<file path="config.mk">
export PLATFORM = sky130hd
export DESIGN_NAME = raid_triple_parity_gen_top_flat
export DESIGN_NICKNAME = d
export VERILOG_FILES = /design/src/rtl/rtpg_pkg.sv /design/src/rtl/rtpg_req_if.sv /design/src/rtl/rtpg_rsp_if.sv /design/src/rtl/rtpg_lane.sv /design/src/rtl/rtpg_merge.sv /design/src/rtl/raid_triple_parity_gen_top.sv /design/src/flat_wrapper.sv
export SDC_FILE = /design/constraint.sdc
export NUM_CORES = 1
export LEC_CHECK = 0
export CAP_MARGIN = 20
export CORE_UTILIZATION = 50
export DETAILED_ROUTE_END_ITERATION = 10
export DONT_BUFFER_PORTS = 1
export GPL_TIMING_DRIVEN = 0
export HOLD_SLACK_MARGIN = 0.08
export PLACE_DENSITY = 0.68
export SYNTH_ARGS = -nofsm -noshare
export SYNTH_HDL_FRONTEND = slang
export SYNTH_SLANG_ARGS = --single-unit
export TNS_END_PERCENT = 30
</file>
<file path="constraint.sdc">
create_clock -name clock -period 13.3 [get_ports clock]
set_clock_uncertainty 0.05 [all_clocks]
set_input_delay 0.665 -clock clock [delete_from_list [all_inputs] [get_ports clock]]
set_output_delay 0.665 -clock clock [all_outputs]
set_load 0.005 [all_outputs]
</file>
<file path="src/rtl/rtpg_pkg.sv">
package rtpg_pkg;

   localparam int WORD_W    = 64;
   localparam int MAX_LANES = 8;
   localparam int CSR_IDX_W = 2;
   localparam int CSR_DAT_W = 8;
   localparam int PCNT_W    = 2;

   typedef enum logic [CSR_IDX_W-1:0] {
      CSR_DISK_COUNT     = 2'd0,
      CSR_PARITY_COUNT   = 2'd1,
      CSR_REDUCTION_POLY = 2'd2,
      CSR_HALVING_CONST  = 2'd3
   } csr_index_type;

   typedef enum logic [PCNT_W-1:0] {
      PCNT_NONE = 2'd0,
      PCNT_P    = 2'd1,
      PCNT_PQ   = 2'd2,
      PCNT_PQR  = 2'd3
   } parity_count_type;

   typedef logic [MAX_LANES-1:0][7:0] lane_bytes_type;

   // per-lane next accumulator values
   typedef struct packed {
      lane_bytes_type p;
      lane_bytes_type q;
      lane_bytes_type r;
   } lane_result_type;

   // control from the column counter to the merge stage
   typedef struct packed {
      logic             push;
      logic             block_end;
      parity_count_type parity_count;
   } merge_ctrl_type;

   typedef struct packed {
      logic [WORD_W-1:0] p_word;
      logic [WORD_W-1:0] q_word;
      logic [WORD_W-1:0] r_word;
      logic              block_done;
   } rsp_payload_type;

endpackage

</file>
<file path="src/rtl/rtpg_req_if.sv">
interface rtpg_req_if;
   import rtpg_pkg::*;

   logic              valid;
   logic              ready;
   logic [WORD_W-1:0] data_word;
   logic              block_end;

   modport source (output valid, output data_word, output block_end, input ready);
   modport sink   (input valid, input data_word, input block_end, output ready);
endinterface

</file>
<file path="src/rtl/rtpg_rsp_if.sv">
interface rtpg_rsp_if;
   import rtpg_pkg::*;

   logic              valid;
   logic              ready;
   logic [WORD_W-1:0] p_word;
   logic [WORD_W-1:0] q_word;
   logic [WORD_W-1:0] r_word;
   logic              block_done;

   modport source (output valid, output p_word, output q_word, output r_word,
                   output block_done, input ready);
   modport sink   (input valid, input p_word, input q_word, input r_word,
                   input block_done, output ready);
endinterface

</file>
<file path="src/rtl/rtpg_lane.sv">
module rtpg_lane (
   input  logic       clock,
   input  logic       enable,
   input  logic       start,
   input  logic [7:0] data_byte,
   input  logic [7:0] reduction_poly,
   input  logic [7:0] halving_const,
   output logic [7:0] p_next,
   output logic [7:0] q_next,
   output logic [7:0] r_next
);
   logic [7:0] p_ff, q_ff, r_ff;
   logic [7:0] p_in, q_in, r_in;
   logic [7:0] q_dbl, r_half;

   // gf(2^8) multiply by two and by its inverse
   assign q_dbl  = {q_ff[6:0], 1'b0} ^ (q_ff[7] ? reduction_poly : 8'h00);
   assign r_half = {1'b0, r_ff[7:1]} ^ (r_ff[0] ? halving_const : 8'h00);

   always_comb begin
      if (start) begin
         p_in = data_byte;
         q_in = data_byte;
         r_in = data_byte;
      end else begin
         p_in = p_ff ^ data_byte;
         q_in = q_dbl ^ data_byte;
         r_in = r_half ^ data_byte;
      end
   end

   always_ff @(posedge clock) begin
      if (enable) begin
         p_ff <= p_in;
         q_ff <= q_in;
         r_ff <= r_in;
      end
   end

   assign p_next = p_in;
   assign q_next = q_in;
   assign r_next = r_in;
endmodule

</file>
<file path="src/rtl/rtpg_merge.sv">
module rtpg_merge #(
   parameter int BYTE_LANES = 8
) (
   input  logic                      clock,
   input  logic                      reset,
   input  rtpg_pkg::lane_result_type lanes,
   input  rtpg_pkg::merge_ctrl_type  ctrl,
   output logic                      full,
   output logic                      out_valid,
   input  logic                      out_ready,
   output rtpg_pkg::rsp_payload_type out_data
);
   import rtpg_pkg::*;

   rsp_payload_type slot_ff [2];
   rsp_payload_type entry_in;
   logic            wr_ptr_ff, rd_ptr_ff;
   logic [1:0]      count_ff, count_in;
   logic            pop;
   lane_bytes_type  p_sel, q_sel, r_sel;

   // gather lane bytes, unused lanes read as zero
   always_comb begin
      p_sel = '0;
      q_sel = '0;
      r_sel = '0;
      for (int i = 0; i < BYTE_LANES; i++) begin
         p_sel[i] = lanes.p[i];
         q_sel[i] = lanes.q[i];
         r_sel[i] = lanes.r[i];
      end
      entry_in.p_word     = p_sel;
      entry_in.q_word     = (ctrl.parity_count == PCNT_PQ || ctrl.parity_count == PCNT_PQR)
                            ? q_sel : '0;
      entry_in.r_word     = (ctrl.parity_count == PCNT_PQR) ? r_sel : '0;
      entry_in.block_done = ctrl.block_end;
   end

   assign pop       = out_valid && out_ready;
   assign full      = count_ff[1];
   assign out_valid = (count_ff != 2'd0);
   assign out_data  = slot_ff[rd_ptr_ff];

   always_comb begin
      count_in = count_ff;
      case ({ctrl.push, pop})
         2'b10:   count_in = count_ff + 2'd1;
         2'b01:   count_in = count_ff - 2'd1;
         default: count_in = count_ff;
      endcase
   end

   always_ff @(posedge clock) begin
      if (ctrl.push) begin
         slot_ff[wr_ptr_ff] <= entry_in;
      end
   end

   always_ff @(posedge clock) begin
      if (reset) begin
         wr_ptr_ff <= 1'b0;
         rd_ptr_ff <= 1'b0;
         count_ff  <= 2'd0;
      end else begin
         if (ctrl.push) begin
            wr_ptr_ff <= ~wr_ptr_ff;
         end
         if (pop) begin
            rd_ptr_ff <= ~rd_ptr_ff;
         end
         count_ff <= count_in;
      end
   end

   a_no_overflow : assert property (@(posedge clock) disable iff (reset)
      ctrl.push |-> (count_ff != 2'd2) || pop)
      else $error("result queue overflow");

   a_count_bound : assert property (@(posedge clock) disable iff (reset)
      count_ff != 2'd3)
      else $error("result queue count out of range");

   a_ptr_track : assert property (@(posedge clock) disable iff (reset)
      (count_ff == 2'd0 || count_ff == 2'd2) |-> (wr_ptr_ff == rd_ptr_ff))
      else $error("result queue pointers out of step");
endmodule

</file>
<file path="src/rtl/raid_triple_parity_gen_top.sv">
// raid triple parity generator: column-wise p/q/r parity over byte lanes in
// parallel. each req transaction carries one disk word; a column is disk_count
// words sent from the last data disk down to disk 0, and the word of disk 0
// produces one rsp transaction with p (xor), q (horner by 2 in gf(2^8)) and
// r (horner by 1/2), q and r zeroed according to parity_count. throughput is
// one word per clock while the result queue has room: each lane updates its
// accumulators with xor and shift logic; rsp valid rises in the cycle after
// the closing word is taken. a two-entry result queue lets words keep flowing
// while one result waits; req ready drops only when both queue entries are
// held. the user must write configuration through the csr port only while the
// block is idle (the block does not enforce this); a new disk_count is used from the next column on.
module raid_triple_parity_gen_top #(
   parameter int BYTE_LANES = 8
) (
   input  logic                           clock,
   input  logic                           reset,
   rtpg_req_if.sink                       req_chan,
   rtpg_rsp_if.source                     rsp_chan,
   input  logic                           csr_wr_en,
   input  logic [rtpg_pkg::CSR_IDX_W-1:0] csr_index,
   input  logic [rtpg_pkg::CSR_DAT_W-1:0] csr_wr_data
);
   import rtpg_pkg::*;

   // configuration registers
   logic [7:0]       disk_count_ff;
   parity_count_type parity_count_ff;
   logic [7:0]       reduction_poly_ff;
   logic [7:0]       halving_const_ff;

   // column control
   logic [7:0]       disks_left_ff, disks_left_in;
   logic             accept, start;
   logic [7:0]       col_len;
   logic             queue_full;

   lane_result_type  lanes;
   merge_ctrl_type   ctrl;
   rsp_payload_type  rsp_data;

   always_ff @(posedge clock) begin
      if (reset) begin
         disk_count_ff     <= 8'd1;
         parity_count_ff   <= PCNT_PQR;
         reduction_poly_ff <= 8'd29;
         halving_const_ff  <= 8'd142;
      end else if (csr_wr_en) begin
         case (csr_index_type'(csr_index))
            CSR_DISK_COUNT:     disk_count_ff     <= csr_wr_data;
            CSR_PARITY_COUNT:   parity_count_ff   <= parity_count_type'(csr_wr_data[PCNT_W-1:0]);
            CSR_REDUCTION_POLY: reduction_poly_ff <= csr_wr_data;
            CSR_HALVING_CONST:  halving_const_ff  <= csr_wr_data;
            default:            ;
         endcase
      end
   end

   // accept whenever the result queue has room
   assign req_chan.ready = !queue_full;
   assign accept         = req_chan.valid && !queue_full;

   // zero disk count behaves like a single disk
   assign col_len = (disk_count_ff == 8'd0) ? 8'd1 : disk_count_ff;
   assign start   = (disks_left_ff == 8'd0);

   always_comb begin
      disks_left_in = disks_left_ff;
      if (accept) begin
         disks_left_in = start ? (col_len - 8'd1) : (disks_left_ff - 8'd1);
      end
   end

   always_ff @(posedge clock) begin
      if (reset) begin
         disks_left_ff <= 8'd0;
      end else begin
         disks_left_ff <= disks_left_in;
      end
   end

   // one core per byte lane
   generate
      for (genvar i = 0; i < MAX_LANES; i++) begin : g_lane
         if (i < BYTE_LANES) begin : g_used
            rtpg_lane u_lane (
               .clock          (clock),
               .enable         (accept),
               .start          (start),
               .data_byte      (req_chan.data_word[8*i +: 8]),
               .reduction_poly (reduction_poly_ff),
               .halving_const  (halving_const_ff),
               .p_next         (lanes.p[i]),
               .q_next         (lanes.q[i]),
               .r_next         (lanes.r[i])
            );
         end else begin : g_unused
            assign lanes.p[i] = 8'h00;
            assign lanes.q[i] = 8'h00;
            assign lanes.r[i] = 8'h00;
         end
      end
   endgenerate

   // the word that brings the count to zero closes the column
   assign ctrl.push         = accept && (disks_left_in == 8'd0);
   assign ctrl.block_end    = req_chan.block_end;
   assign ctrl.parity_count = parity_count_ff;

   rtpg_merge #(
      .BYTE_LANES (BYTE_LANES)
   ) u_merge (
      .clock     (clock),
      .reset     (reset),
      .lanes     (lanes),
      .ctrl      (ctrl),
      .full      (queue_full),
      .out_valid (rsp_chan.valid),
      .out_ready (rsp_chan.ready),
      .out_data  (rsp_data)
   );

   assign rsp_chan.p_word     = rsp_data.p_word;
   assign rsp_chan.q_word     = rsp_data.q_word;
   assign rsp_chan.r_word     = rsp_data.r_word;
   assign rsp_chan.block_done = rsp_data.block_done;

   // a word that opens a single-disk column always closes it
   a_single_close : assert property (@(posedge clock) disable iff (reset)
      (accept && start && disk_count_ff <= 8'd1) |-> ctrl.push)
      else $error("single disk column did not close");

   // a closed column leaves a pending result in the next cycle
   a_push_visible : assert property (@(posedge clock) disable iff (reset)
      ctrl.push |=> rsp_chan.valid)
      else $error("closed column produced no result");

   // mid-column words never produce a result
   a_mid_silent : assert property (@(posedge clock) disable iff (reset)
      (accept && disks_left_in != 8'd0) |-> !ctrl.push)
      else $error("result pushed inside a column");
endmodule
</file>
<file path="src/flat_wrapper.sv">
// flat-port wrapper written by rule: the top's interface ports become plain ports
module raid_triple_parity_gen_top_flat import rtpg_pkg::*;
#(
   parameter int BYTE_LANES = 8
)
  (clock, reset, csr_wr_en, csr_index, csr_wr_data, req_chan_valid, req_chan_data_word, req_chan_block_end, req_chan_ready, rsp_chan_valid, rsp_chan_p_word, rsp_chan_q_word, rsp_chan_r_word, rsp_chan_block_done, rsp_chan_ready);
  rtpg_req_if req_chan_i ();
  rtpg_rsp_if rsp_chan_i ();
  input  logic clock;
  input  logic reset;
  input  logic csr_wr_en;
  input  logic [rtpg_pkg::CSR_IDX_W-1:0] csr_index;
  input  logic [rtpg_pkg::CSR_DAT_W-1:0] csr_wr_data;
  input wire logic [$bits(req_chan_i.valid)-1:0] req_chan_valid;
  input wire logic [$bits(req_chan_i.data_word)-1:0] req_chan_data_word;
  input wire logic [$bits(req_chan_i.block_end)-1:0] req_chan_block_end;
  output wire logic [$bits(req_chan_i.ready)-1:0] req_chan_ready;
  output wire logic [$bits(rsp_chan_i.valid)-1:0] rsp_chan_valid;
  output wire logic [$bits(rsp_chan_i.p_word)-1:0] rsp_chan_p_word;
  output wire logic [$bits(rsp_chan_i.q_word)-1:0] rsp_chan_q_word;
  output wire logic [$bits(rsp_chan_i.r_word)-1:0] rsp_chan_r_word;
  output wire logic [$bits(rsp_chan_i.block_done)-1:0] rsp_chan_block_done;
  input wire logic [$bits(rsp_chan_i.ready)-1:0] rsp_chan_ready;
  assign req_chan_i.valid = req_chan_valid;
  assign req_chan_i.data_word = req_chan_data_word;
  assign req_chan_i.block_end = req_chan_block_end;
  assign req_chan_ready = req_chan_i.ready;
  assign rsp_chan_valid = rsp_chan_i.valid;
  assign rsp_chan_p_word = rsp_chan_i.p_word;
  assign rsp_chan_q_word = rsp_chan_i.q_word;
  assign rsp_chan_r_word = rsp_chan_i.r_word;
  assign rsp_chan_block_done = rsp_chan_i.block_done;
  assign rsp_chan_i.ready = rsp_chan_ready;
  raid_triple_parity_gen_top #(.BYTE_LANES(BYTE_LANES)) u_core (.clock(clock), .reset(reset), .req_chan(req_chan_i), .rsp_chan(rsp_chan_i), .csr_wr_en(csr_wr_en), .csr_index(csr_index), .csr_wr_data(csr_wr_data));
endmodule
</file>
==> results.cfg, run 1 <==
[floorplanning]
ioPinCount = 275
dieArea_mm2 = 0.0538
core.rowCount = 83
core_mm2 = 0.0517
fp.dieH_um = 232
fp.dieW_um = 232
start_util = 0.511

[global_routing]
grt_pass1_wl_um = 93900
grt_max_degree = 105
grt.overflow.total = 0
antenna_found_initial = 1
grt_pass1_vias = 14500
grtUsageTotal = 0.241

[detailed_routing]
wl_per_cell_um = 24.5
finalWirelength_um = 64700
drt_pre_antenna_iters = 5
antenna_left = 0
drt_drc_violations_left = 0
vias = 14500
via_per_inst = 5.49
drtIter0Drc = 1204

[clocking]
clk_pin_slew_ns = 0.06
cts.sinks = 617
cts_tree = done
numCtsBuffers = 67
clock_path_buffers = 3
cts-resized-gates = 0
clk_latency_ns = 0.60
ctsHtreeMaxLevel = 3
cts-root-buf = clkbuf_16

[synth]
synth_nets = 1903
synth-compound-area-share = 0.0120
ys_async_sr_fraction = 0
synth_edf_count = 578
seq_area_frac_synth = 0.686
synth_top_family_by_area = XOR/XNOR gates
syn_inst = 1821
netlist_area_mm2 = 0.0264
yosysWarnings = 0
avgSynthCellArea_um2 = 14.5
synthAdderAreaFrac = 0.000947
synth-xor-area-share = 0.102
synth_seq_cells = 617
synthSimpleGateAreaFrac = 0.0974
synth-main-ff-cell = edfxtp_1
synthMuxAreaShare = 0.0857
yosys.cell_types.count = 54

[timing]
rsz0062_at_grt = false
drv_slew = 0
setup_ws_ns = 8.70
worst_pin_slew_ns = 1.23
maxSlewHeadroom = 0.183
hold_viol_final = 0
fmax_mhz = 218
fin_crit_sh = 0.346
setup_viol = 0
period_minus_slack_ns = 4.60

[finish]
area_growth_pct = 12.7
final_nets = 1990
drive_above_1_share = 0.169
antennaDiodeCount = 0
instances_no_fill = 2640

[critical_path]
path_delay_family = simple AND/OR/NAND/NOR gates
startpoint_type = flop
max_stage_delay_ns = 0.50
critPathMaxFanout = 30
cp-end-kind = flop
reg2reg_from = u_core.disks_left_ff[2]
cp.required_ns = 13.53
critPathBufInv = 3
path_class = flop to flop
cp_data_arrival_time_ns = 4.82
cp_cell_sequence = or3_1 -> nor3_4 -> a21oi_2 -> ha_1 -> or3b_2 -> o31ai_1 -> o2111ai_1 -> a31oi_1 -> nand4_1 -> nor2_4 -> buf_12 -> buf_12 -> buf_12
crit_top_cell = buf_12
worstSetupStartpoint = u_core.disks_left_ff[2]
cp_slowest_cell = or3b_2

[power_and_ir_drop]
powerDensity_mw_per_mm2 = 272
p_leak_nw = 9.83
total_power_w = 0.00811
ir_drop_uv = 147

[run]
maxCapViolCount = 0

[min_path]
hp-class = input port to flop
hp-start = csr_wr_data[0]

[place]
portBuffers = 0
place_ws_ns = 8.76
place_congestion = 0.781
placed_cells = 2517
hpwl_um = 42800

[outcome]
status = finished, final reports clean
==> flip-flops by register name, summed over array words and instances (netlist names), 8 cells and up, named ones only <==
name                              flops
u_core.u_merge.slot_ff              386
u_core.g_lane.g_used.u_lane.p_ff     64
u_core.g_lane.g_used.u_lane.q_ff     64
u_core.g_lane.g_used.u_lane.r_ff     64
u_core.disk_count_ff                  8
u_core.disks_left_ff                  8
u_core.halving_const_ff               8
u_core.reduction_poly_ff              8
==> worst register-to-register path, stage by stage (launching register included) <==
cell	delay [ns]
dfxtp_1	0.44
or3_1	0.32
nor3_4	0.10
a21oi_2	0.26
ha_1	0.31
or3b_2	0.50
o31ai_1	0.28
o2111ai_1	0.20
a31oi_1	0.22
nand4_1	0.33
nor2_4	0.48
buf_12	0.28
buf_12	0.25
buf_12	0.26
==> metrics by stage <==
step	cell area, um^2	utilization	hold slack (ns)	setup TNS, ns
global route	29800	0.576	0.137	0
CTS	29800	0.576	0.107	0
finish	29800	0.576	0.149	0
floorplan	26400	-	0.431	0
detailed placement	27600	0.534	0.458	0
global placement	27300	0.527	0.447	-2519.74
==> routing by layer <==
layer  global-route usage  wire, um  part of all wire  vias to the layer above
li1                     -         -                 -                     6571
met3               0.0666      5660             0.087                       97
met1                0.322     26900              0.42                     7280
met2                0.379     30400              0.47                      533
met4               0.0841      1770             0.027                        0
met5                    0         0                 0                        -
==> cell usage in the layout (no fill, tap or decap), types with 3 or more instances in the layout <==
cell type and count:
mux2i_1 8, clkbuf_16 71, a21oi_1 13, clkinv_2 12, buf_8 3, clkbuf_1 87
buf_1 12, nor4_1 3, nand4_1 3, nand3b_1 9, a211o_1 3, nor2_1 25
nor3_1 3, nor2b_1 71, or3_1 5, bufinv_16 5, mux2_2 193, or2_2 3
inv_1 4, dfxtp_1 39, nand2_1 330, xnor2_1 307, edfxtp_1 578, clkinv_1 13
nand3_1 19, buf_2 10, buf_12 14, and2_1 66
==> cell families (layout without fill, tap and decap cells) <==
kind of cell,count (synthesis),in the layout
compound gates,40,40
fa+ha+maj,2,2
buf+inv,100,239
mux,202,202
xor+xnor,309,309
simple gates,551,551
flops,617,617
==> path summary, 6_finish.rpt <==
check / end / slack [ns] / depth (start not counted)
worst max-delay path: u_core.u_merge.slot_ff[1][156] / 8.70 / 13
worst max register to register: u_core.u_merge.slot_ff[1][156] / 8.70 / 13
worst min register to register: u_core.u_merge.rd_ptr_ff / 0.47 / 2
worst min-delay path: u_core.disk_count_ff[0] / 0.15 / 1
==> synth_stat cells, types with 2 or more instances <==
cell type,count,area (um^2)
edfxtp_1,578,17400
nand2_1,330,1240
xnor2_1,307,2690
mux2_2,193,2170
clkbuf_1,72,270
nor2b_1,71,444
and2_1,66,413
dfxtp_1,39,781
nor2_1,27,101
nand3_1,19,95.1
a21oi_1,13,65.1
buf_1,12,45.0
buf_2,11,55.1
nand3b_1,9,67.6
mux2i_1,8,80.1
or3_1,5,31.3
inv_1,4,15.0
a211o_1,3,26.3
nand4_1,3,18.8
nor3_1,3,15.0
nor4_1,3,18.8
or2_2,3,18.8
a21o_1,2,15.0
a31oi_1,2,12.5
a41oi_1,2,17.5
ha_1,2,25.0
nand2b_1,2,12.5
nor3_2,2,20.0
nor3_4,2,32.5
o211ai_1,2,15.0
o21ai_0,2,10.0
xor2_1,2,17.5
==> final cells by class <==
cell class,instances,area [um^2]
Buffer,96,392
Clock buffer,87,1850
Clock inverter,34,295
Fill cell,4020,21900
Inverter,4,15.0
Multi-Input combinational cell,1104,7900
Sequential cell,617,18100
Tap cell,680,851
Timing Repair Buffer,18,348
==> what timing repair did <==
item | CTS | global route
buffers inserted | 0 | 0
hold endpoints to repair | 2 | 0
hold buffers | 1 | 0
==> power breakdown <==
part	switching, W	internal, W
registers	0.000160	0.00317
logic	0.00180	0.00116
clock network	0.000745	0.00108
total	0.00270	0.00541
(Power assumes the default switching activity.)
==> inputs of run 2 (changes only) <==
PLACE_DENSITY = default   (was 0.68)
clock period = 4.6 ns   (was 13.3 ns; I/O delays follow)
==> run 2 against run 1 <==
Clock-buffer cell count increased by 3. Final area increased by 2.6%. Wire length increased by 3.6%. Maximum frequency increased by 8.1%. Via count increased by 2.3%. Critical path type unchanged. Largest power group unchanged.
==> results.cfg, run 2 (same netlist as run 1, synthesis figures left out) <==
[outcome]
status = finished, final reports clean

[critical_path]
r2r_slack_ns = 0.35
cp-end-kind = flop
rr_worst_depth = 16
path_class = flop to flop
startpoint_type = flop
cp_data_arrival_time_ns = 4.50
critPathMaxFanout = 28
cp.required_ns = 4.85

[timing]
fin_crit_sh = 0.924
drv_slew = 0
hold_slack_ns = 0.123
maxSlewHeadroom = 0.184
fmax_mhz = 235
period_minus_slack_ns = 4.25
setup_tns_ns = 0
setup_viol = 0
hold_viol_final = 0
rsz0062_at_grt = false
worst_pin_slew_ns = 1.22

[floorplanning]
start_util = 0.511
core_mm2 = 0.0517
core.rowCount = 83
dieArea_mm2 = 0.0538
fp.dieH_um = 232
ioPinCount = 275
fp.dieW_um = 232

[finish]
layout_commonest_cell = edfxtp_1
final_nets = 2080
final_cell_mix = edfxtp_1, nand2_1, xnor2_1
area_growth_pct = 15.7
fillers = 4126
top_register = u_core.u_merge.slot_ff
largest_reg_flops = 386
fin_util = 0.591
final_area_mm2 = 0.0306
drive_above_1_share = 0.165

[clocking]
clk_latency_ns = 0.60
ctsHtreeMaxLevel = 3
cts.sinks = 617
cts_tree = done
numCtsBuffers = 67
clock_path_buffers = 3
clk_pin_slew_ns = 0.06
cts-root-buf = clkbuf_16
cts-resized-gates = 0

[min_path]
hp-class = input port to flop
hold_depth = 4

[power_and_ir_drop]
powerDensity_mw_per_mm2 = 762
ir_drop_uv = 386
p_clk_frac = 0.214
p_seq_frac = 0.414
power.internal_w = 0.0155
switching_share = 0.336
p_leak_nw = 10.1
p_comb_frac = 0.371
p_switching_w = 0.00783

[detailed_routing]
vias = 14800
finalWirelength_um = 67100
drt_drc_violations_left = 0
drtIter0Drc = 1208
via_per_inst = 5.43
wl_per_cell_um = 24.6
drt_pre_antenna_iters = 5
antenna_left = 0

[place]
place_congestion = 0.790
hpwl_um = 43300
portBuffers = 0
place_area_mm2 = 0.0277

[global_routing]
grt_pass1_vias = 15100
grt.overflow.total = 0
grt_pass1_wl_um = 98100
grtUsageTotal = 0.253
antenna_found_initial = 5
grt_max_degree = 105

[run]
maxCapViolCount = 0
## run 2: worst paths after layout
path | from | to
max reg2reg | u_core.disk_count_ff[5] | u_core.u_merge.slot_ff[1][51]
min reg2reg | u_core.u_merge.rd_ptr_ff | u_core.u_merge.rd_ptr_ff
max | u_core.disk_count_ff[5] | u_core.u_merge.slot_ff[1][51]
min | csr_index[0] | u_core.halving_const_ff[5]
## run 2: area by class of cell
cell class,instances,area (um^2),share of cell area
Sequential cell,617,18100,0.594
Multi-Input combinational cell,1105,7930,0.260
Clock buffer,90,1840,0.0601
Timing Repair Buffer,107,1230,0.0402
Tap cell,680,851,0.0278
Buffer,96,392,0.0128
Clock inverter,27,158,0.00516
Inverter,4,15.0,0.000491
Antenna cell,2,5.00,0.000164
## run 2: what timing repair did
action / CTS / global route
hold endpoints to repair: 611 / 0
pin swaps: 2 / 1
cloned: 1 / 0
endpoints found under the setup margin: 88 / 50
buffers inserted: 2 / 2
hold buffers: 86 / 0
## run 2: routing by layer
metal | track usage | vias up | part of all wire
met5 | 0 | - | 0.00019
met2 | 0.406 | 421 | 0.48
met1 | 0.344 | 7518 | 0.43
li1 | - | 6776 | -
met4 | 0.0709 | 2 | 0.025
met3 | 0.0594 | 95 | 0.065
## run 2: power by group through the flow
stage                     combinational (W)  sequential [W]  clock, W
after detailed placement            0.00849         0.00975         0
after floorplan                     0.00619         0.00968         0
after global routing                0.00946         0.00977   0.00527
after CTS                           0.00868         0.00965   0.00509
after global placement              0.00815         0.00981         0
final                               0.00865         0.00965   0.00500
## run 2: through the flow
stage          worst slack [ns]  instances  total power [W]
2_1_floorplan             -1.07       1821           0.0159
3_3_place_gp              -3.84       2501           0.0180
3_5_place_dp             -0.361       2518           0.0182
4_1_cts                  0.0456       2724           0.0234
5_1_grt                  0.0886       2728           0.0245
6_report                  0.349       2728           0.0233
## run 2: critical path, stage by stage, from the launching register on
cell and delay, ns:
dfxtp_1 0.45, nor4_1 0.11, a21o_1 0.18, a21oi_2 0.26
ha_2 0.30, or3b_4 0.41, o31ai_2 0.21, o2111ai_1 0.18
a31oi_1 0.19, nand4_1 0.10, buf_4 0.18, nor2_4 0.16
buf_12 0.22, buf_12 0.23, buf_12 0.23, buf_12 0.22
buf_12 0.20
==> inputs of run 3 (changes only) <==
--- a/config.mk
+++ b/config.mk
@@ -9,2 +9,3 @@
 export CORE_UTILIZATION = 50
+export CTS_CLUSTER_SIZE = 20
 export DETAILED_ROUTE_END_ITERATION = 10
==> constraint.sdc (replaced) <==
create_clock -name clock -period 5.4 [get_ports clock]
set_clock_uncertainty 0.05 [all_clocks]
set_input_delay 1.08 -clock clock [delete_from_list [all_inputs] [get_ports clock]]
set_output_delay 1.08 -clock clock [all_outputs]
set_load 0.005 [all_outputs]
==> run 3 against run 2 <==
Utilization fell by 1.7 points. Wire length fell by 3.6%. Via count fell by 3.2%. First-iteration DRC count fell by 5.4%. Register-to-register slack improved by 0.16 ns. Critical path type unchanged. Sequential share of layout area rose by 1.7 points. Sequential power fell by 15%. Die area did not move. Maximum frequency fell by 13%.
==> results.cfg, run 3 (same netlist as run 1, synthesis figures left out) <==
[outcome]
status = finished, final reports clean

[critical_path]
cp-end-kind = flop
rr_worst_depth = 16
cp_cell_sequence = or3_1 -> buf_6 -> nor3_4 -> a21oi_2 -> ha_1 -> or3b_2 -> o31ai_1 -> o2111ai_1 -> a31oi_1 -> nand4_1 -> nor2_4 -> buf_12 -> buf_16 -> buf_12 -> buf_12 -> buf_16
cp_data_arrival_time_ns = 5.14
max_stage_delay_ns = 0.51
cp.required_ns = 5.65
crit_top_cell = buf_12
critPathMaxFanout = 27
cp_slowest_cell = or3b_2
reg2reg_from = u_core.disks_left_ff[5]
r2r_end = u_core.u_merge.slot_ff[0][45]
r2r_slack_ns = 0.51
startpoint_type = flop
path_class = flop to flop

[place]
hpwl_um = 42700
place_area_mm2 = 0.0277
placed_cells = 2518
place_ws_ns = 0.382
portBuffers = 0
place_congestion = 0.788

[timing]
maxSlewHeadroom = 0.187
hold_viol_final = 0
period_minus_slack_ns = 4.89
drv_slew = 0
rsz0062_at_grt = false
hold_slack_ns = 0.472
setup_ws_ns = 0.509
fmax_mhz = 204
setup_viol = 0
worst_pin_slew_ns = 1.22
fin_crit_sh = 0.906

[floorplanning]
fp.dieW_um = 232
ioPinCount = 275
fp.dieH_um = 232
dieArea_mm2 = 0.0538
core.rowCount = 83
core_mm2 = 0.0517
start_util = 0.511

[power_and_ir_drop]
ir_drop_uv = 348
powerDensity_mw_per_mm2 = 664
total_power_w = 0.0197
p_leak_nw = 9.78

[global_routing]
grt_pass1_wl_um = 93900
grt_pass1_vias = 14300
antenna_found_initial = 3
grtUsageTotal = 0.242
grt_max_degree = 202
grt.overflow.total = 0

[finish]
largest_reg_flops = 386
final_nets = 1988
instances_no_fill = 2635
drive_above_1_share = 0.168
final_cell_mix = edfxtp_1, nand2_1, xnor2_1
multiInputGateArea_mm2 = 0.00791
fillers = 4153
area_growth_pct = 12.4
antennaDiodeCount = 0
layout_commonest_cell = edfxtp_1
regArea_mm2 = 0.0181
top_register = u_core.u_merge.slot_ff
final_area_mm2 = 0.0297

[detailed_routing]
drt_pre_antenna_iters = 5
vias = 14300
wl_per_cell_um = 24.5
drtIter0Drc = 1143
drt_drc_violations_left = 0
finalWirelength_um = 64600
via_per_inst = 5.44
antenna_left = 0

[min_path]
hp-start = u_core.u_merge.rd_ptr_ff
hold_depth = 2
hp-class = flop to flop

[clocking]
cts-root-buf = clkbuf_16
clk_pin_slew_ns = 0.06
cts-resized-gates = 0
clk_latency_ns = 0.60
numCtsBuffers = 66
cts_hold_buf = 0
cts.sinks = 617
cts_tree = done
ctsHtreeMaxLevel = 3
post_cts.repair.setup_buffers = 0
clock_path_buffers = 3

[run]
maxCapViolCount = 0
==> run 3: critical path, delay by kind of cell (launching register included) <==
kind                       cells  cell delay, ns
buffers and inverters          6            1.21
and+or+nand+nor                5            1.54
DFF                            1            0.47
AOI/OAI and AO/OA              4            0.93
adders and majority gates      1            0.32
==> run 3: where the power goes <==
part	internal, W	switching (W)	total [W]	leakage (nW)
Sequential	0.00782	0.000387	0.00820	5.69
Clock	0.00248	0.00181	0.00429	0.987
Combinational	0.00287	0.00437	0.00723	3.10
Total	0.0132	0.00656	0.0197	9.78
==> run 3: cell type report <==
| cell class | instances | share of cell area |
|---|---|---|
| Buffer | 96 | 0.0136 |
| Clock inverter | 29 | 0.00741 |
| Tap cell | 680 | 0.0286 |
| Inverter | 4 | 0.000590 |
| Multi-Input combinational cell | 1104 | 0.266 |
| Timing Repair Buffer | 17 | 0.0123 |
| Sequential cell | 617 | 0.611 |
| Clock buffer | 88 | 0.0605 |
==> run 3: per-stage QoR <==
stage	setup TNS, ns	util
2_1_floorplan	-200.46	-
3_3_place_gp	-1145.12	0.528
3_5_place_dp	0	0.535
4_1_cts	0	0.574
5_1_grt	0	0.574
6_report	0	0.574
==> run 3: worst max-delay path by stage <==
stage                                  from                              to  slack, ns
floorplan                    req_chan_valid    u_core.u_merge.slot_ff[0][0]      -0.54
global placement             req_chan_valid  u_core.u_merge.slot_ff[0][180]      -3.02
detailed placement           req_chan_valid  u_core.u_merge.slot_ff[1][180]       0.38
CTS                 u_core.disks_left_ff[5]  u_core.u_merge.slot_ff[1][173]       0.45
global route        u_core.disks_left_ff[2]   u_core.u_merge.slot_ff[1][50]       0.22
finish              u_core.disks_left_ff[5]   u_core.u_merge.slot_ff[0][45]       0.51
==> run 3: metal layers <==
layer / vias to the layer above / GRT usage / wire [um]
met5: - / 0 / 0
met4: 0 / 0.0685 / 1620
met3: 101 / 0.0654 / 4860
met2: 432 / 0.389 / 30500
met1: 7243 / 0.323 / 27700
li1: 6559 / - / -
